[src/hdl/fsjw_ram.sv]
`default_nettype none
// ----------------------------------------------------------------------------
// fsjw_ram
// generic single write port ram with registered read
// ----------------------------------------------------------------------------
module fsjw_ram #(
  parameter int unsigned WIDTH = 8,
  parameter int unsigned DEPTH = 64
) (
  input  wire logic                     clk_i,
  input  wire logic                     we_i,
  input  wire logic [$clog2(DEPTH)-1:0] waddr_i,
  input  wire logic [WIDTH-1:0]         wdata_i,
  input  wire logic [$clog2(DEPTH)-1:0] raddr_i,
  output logic      [WIDTH-1:0]         rdata_o
);

  logic [WIDTH-1:0] mem_q [DEPTH];

  always_ff @(posedge clk_i) begin
    if (we_i) begin
      mem_q[waddr_i] <= wdata_i;
    end
    rdata_o <= mem_q[raddr_i];
  end

endmodule : fsjw_ram
`default_nettype wire

[config.mk]
export PLATFORM = sky130hd
export DESIGN_NAME = fsjw_ram
export DESIGN_NICKNAME = d
export VERILOG_FILES = /design/src/hdl/fsjw_ram.sv
export SDC_FILE = /design/constraint.sdc
export NUM_CORES = 1
export LEC_CHECK = 0
export CORE_MARGIN = 2
export CORE_UTILIZATION = 35
export DETAILED_ROUTE_END_ITERATION = 10
export DONT_BUFFER_PORTS = 1
export HOLD_SLACK_MARGIN = 0.05
export PLACE_DENSITY = 0.6
export SKIP_CTS_REPAIR_TIMING = 1
export SYNTH_ARGS = -nofsm -noshare
export SYNTH_HDL_FRONTEND = slang
export SYNTH_SLANG_ARGS = --single-unit
export TNS_END_PERCENT = 30
[constraint.sdc]
create_clock -name clk_i -period 3.6 [get_ports clk_i]
set_input_delay 0.18 -clock clk_i [delete_from_list [all_inputs] [get_ports clk_i]]
set_output_delay 0.18 -clock clk_i [all_outputs]
set_load 0.005 [all_outputs]
[Yosys cells after proc, flatten, opt, wreduce, memory -nomap -nowiden]
Memories as Yosys holds them, arrays and structs flattened. A register that Yosys moved wholly into a read port is not among the register bits.
Cells that the tools add are included.
Word-level totals
  logic and storage cells: 3
  memories kept: 1
  output and inout bits: 8
  RAM bits: 512
  register bits after elaboration: 0
Memories
  mem_q: words 64, bits a word 8, read ports 1, clocked after Yosys merged registers in 1, wr ports 1, RTL line 18  | logic [WIDTH-1:0] mem_q [DEPTH];
Cells by class
  muxes and demuxes: 2
Operator list (number)
  two-way mux 1 bit: 2

[Depth between registers and ports, before layout]
  depth in word-level cells: 2
  gate-level depth with buffers: 9

[Worst setup path after synthesis]
Ideal clock, no wire load.
  path type: in2reg
  start point: input raddr_i[1]
  end point: register rdata_o[3] (read register of mem_q)
  data required time: 3472 ps
  arrival: 1720 ps
  slack: 1752 ps
  library setup time: 128 ps
  stages: 7
  buffers on the path: 3
  cell sequence: buf_4 buf_2 buf_2 mux4_2 mux4_2 o21ai_1 o41ai_1
RTL lines
  from (decl): RTL line 14  | input wire logic [$clog2(DEPTH)-1:0] raddr_i,
  to (decl): RTL line 15  | output logic [WIDTH-1:0] rdata_o

==> summary.md <==
Outcome
• finished clean — run status

Clock tree
• 60 ps — clock-pin slew reported for the worst setup and hold paths after clock tree synthesis
• 600 ps — clock latency reported for the late side of the worst-skew pair
• 51 — number of CTS-inserted buffers
• yes — TritonCTS clock tree
• sky130_fd_sc_hd__clkbuf_16 — buffer type at the clock tree root
• 520 — number of sinks handled by clock tree synthesis
• 3 — clock tree buffer depth
• 2 — maximum level of the CTS H-tree

Drt
• 21900 um — met2 WL post-DR
• 0 — DRC violations left
• 1065 — 1st-iter DRT viols
• 0 — Detail Route Antenna Nets
• 25.6 um — Routed wire per std cell
• 9517 — total vias in the final route
• 5.37 — Avg Vias per Cell
• 45400 um — routed wire length
• 19000 um — Met1 Routed Length
• 5 — number of search-and-repair iterations in the first detailed-routing pass
• 3000 um — WL met3
• met4 — topmost layer with routed signal wires

Floorplanning
• 30 — count of boundary I/O pins
• 59600 um^2 — area of the die
• 56700 um^2 — area of the core region
• 35.6% — Initial Util
• 244 um — horizontal extent of the die
• 244 um — vertical die dimension
• 87 — floorplan row count

Timing
• 0 — count of final hold-check violations
• no — RSZ-0062 raised after global routing
• 975 ps — worst-margin pin slew
• 0 — number of max-slew violations in the final report
• 0 ps — aggregate negative setup slack
• 624 ps — final worst setup slack
• 2980 ps — min Tclk post-route
• 336 MHz — fmax
• 21.6 ps — worst hold margin
• 82.7% — ratio of final minimum period to clock period
• 0 — final setup violation count
• 14.9 ps — Worst Skew
• 34.8% — relative slew slack

Setup path
• 3450 ps — endpoint arrival time on the critical path
• flip-flop — critical path endpoint category
• mem_q[51][3] — launch point of the worst path
• flip-flop — critical path launch point type
• rdata_o[3] — capture point of the worst path
• 6 — depth of the worst register-to-register path
• 620 ps — register-to-register setup slack
• 1 — Max FO, Critical Path
• 4080 ps — Worst EP required
• reg -> reg — Crit Path Category
• mem_q[51][3] — worst reg2reg path startpoint
• rdata_o[3] — destination of the worst register-to-register timing path

Logic synthesis
• 21.5 um^2 — Post-Syn Area per Cell
• 512 — Post-synth EDFFs
• sky130_fd_sc_hd__edfxtp_1 — most common flop cell mapped by yosys
• 77.0% — sequential fraction of the synthesis area
• 520 — flop and latch count out of synthesis
• 40 — count of different cell masters after synthesis
• 962 — Synthesized Nets
• 20200 um^2 — cell area after technology mapping
• 0 — number of warnings printed during yosys synthesis
• 0% — share of synthesized flip-flops with an asynchronous set or reset
• 940 — cells after synthesis

Hold path
• in -> reg — path category of the worst min-delay check

Power and ir drop
• 340 uV — Max IR drop VDD
• 20.1% — Switching Fraction
• 4.1% — Comb pwr share
• 0.00250 W — net switching power
• 41.8% — power share of the clock group
• 544 nW/um^2 — Power Density
• 6.95 nW — Leakage Power
• 0.00993 W — internal power
• 54.1% — sequential fraction of design power

Place
• 25100 um — post-DP HPWL
• 0.773 — Routability Congestion
• 1380 ps — pre-CTS WS
• 1649 — number of placed instances, taps included
• 0 — Buffers on Ports

Cells and area
• 0 — diodes inserted
• 996 — final net count
• 13.4% — area growth from synthesis to layout
• 22.0% — share of layout cells above drive strength 1
• sky130_fd_sc_hd__edfxtp_1, sky130_fd_sc_hd__mux4_2, sky130_fd_sc_hd__nor2_1 — top library cells by usage in the layout, fill and taps aside
• 1771 — count of placed standard cells in the final layout, fillers left out
• sky130_fd_sc_hd__edfxtp_1 — commonest non-fill, non-tap cell in the layout

Global routing
• 66000 um — global-route wire length before repair
• 15.2% — overall fraction of global-route tracks in use
• 138 — pin count of the biggest net entering global routing
• 9521 — vias in the first global route
• 0 — Congestion Overflow GR
• 1 — initial antenna violation count

Flow run
• 0 — count of maximum capacitance violations

## registers in the layout, summed over array words and instances (netlist names)
name     flops
mem_q      512
rdata_o      8
## final cells by class
type	instances	area [um^2]
Multi-Input combinational cell	369	4320
Timing Repair Buffer	32	450
Sequential cell	520	15500
Clock buffer	66	1340
Tap cell	756	946
Clock inverter	28	270
Fill cell	4906	33900
## how the worst min path moves through the flow
stage	startpoint	endpoint	slack, ps	depth (start not counted)
floorplan	wdata_i[0]	mem_q[0][0]	280	0
global placement	wdata_i[3]	mem_q[50][3]	280	0
detailed placement	wdata_i[3]	mem_q[50][3]	290	0
CTS	wdata_i[3]	mem_q[52][3]	-350	0
global route	raddr_i[4]	rdata_o[0]	50	3
finish	raddr_i[4]	rdata_o[0]	20	3
## critical path, cell delays in order (launching register included)
cell and delay, ps:
sky130_fd_sc_hd__edfxtp_1 360, sky130_fd_sc_hd__mux4_2 530, sky130_fd_sc_hd__mux4_2 540, sky130_fd_sc_hd__o21ai_1 180, sky130_fd_sc_hd__dlygate4sd3_1 590, sky130_fd_sc_hd__o41ai_1 70, sky130_fd_sc_hd__dlygate4sd3_1 580
## per-stage QoR
step | power, W | cell area (um^2) | util [%]
2_1_floorplan | 0.00720 | 20200 | -
3_3_place_gp | 0.00720 | 20800 | 36.7
3_5_place_dp | 0.00720 | 20800 | 36.7
4_1_cts | 0.0124 | 22400 | 39.6
5_1_grt | 0.0128 | 22900 | 40.3
6_report | 0.0124 | 22900 | 40.3
## synthesized netlist by cell type, types with 11 or more instances
cell | count | area share [%]
sky130_fd_sc_hd__nand2_1 | 19 | 0.35
sky130_fd_sc_hd__nand3_1 | 13 | 0.32
sky130_fd_sc_hd__buf_4 | 13 | 0.48
sky130_fd_sc_hd__mux2_2 | 13 | 0.73
sky130_fd_sc_hd__mux2i_1 | 23 | 1.1
sky130_fd_sc_hd__nor2_1 | 83 | 1.5
sky130_fd_sc_hd__nor2b_1 | 14 | 0.43
sky130_fd_sc_hd__mux4_2 | 126 | 14
sky130_fd_sc_hd__clkbuf_1 | 17 | 0.32
sky130_fd_sc_hd__buf_2 | 11 | 0.27
sky130_fd_sc_hd__edfxtp_1 | 512 | 76
## logic make-up after synthesis
logic type	after synthesis	synth area share [%]
multiplexers	162	15.9
buffers and inverters	51	1.57
AND/OR/NAND/NOR	153	3.39
flip-flops	520	77.0
AO/OA/AOI/OAI	54	2.07
## routing by layer
layer,vias up,global-route usage (%)
met1,5070,20.7
met5,-,0
met3,87,3.48
li1,3998,-
met4,0,5.56
met2,362,23.8
## power by group through the flow
stage	combinational, W	sequential (W)	clock [W]
6_report	0.000509	0.00672	0.00520
4_1_cts	0.000351	0.00672	0.00529
3_5_place_dp	0.000349	0.00685	0
3_3_place_gp	0.000349	0.00685	0
5_1_grt	0.000542	0.00672	0.00551
2_1_floorplan	0.000357	0.00684	0
(Power assumes the default switching activity.)
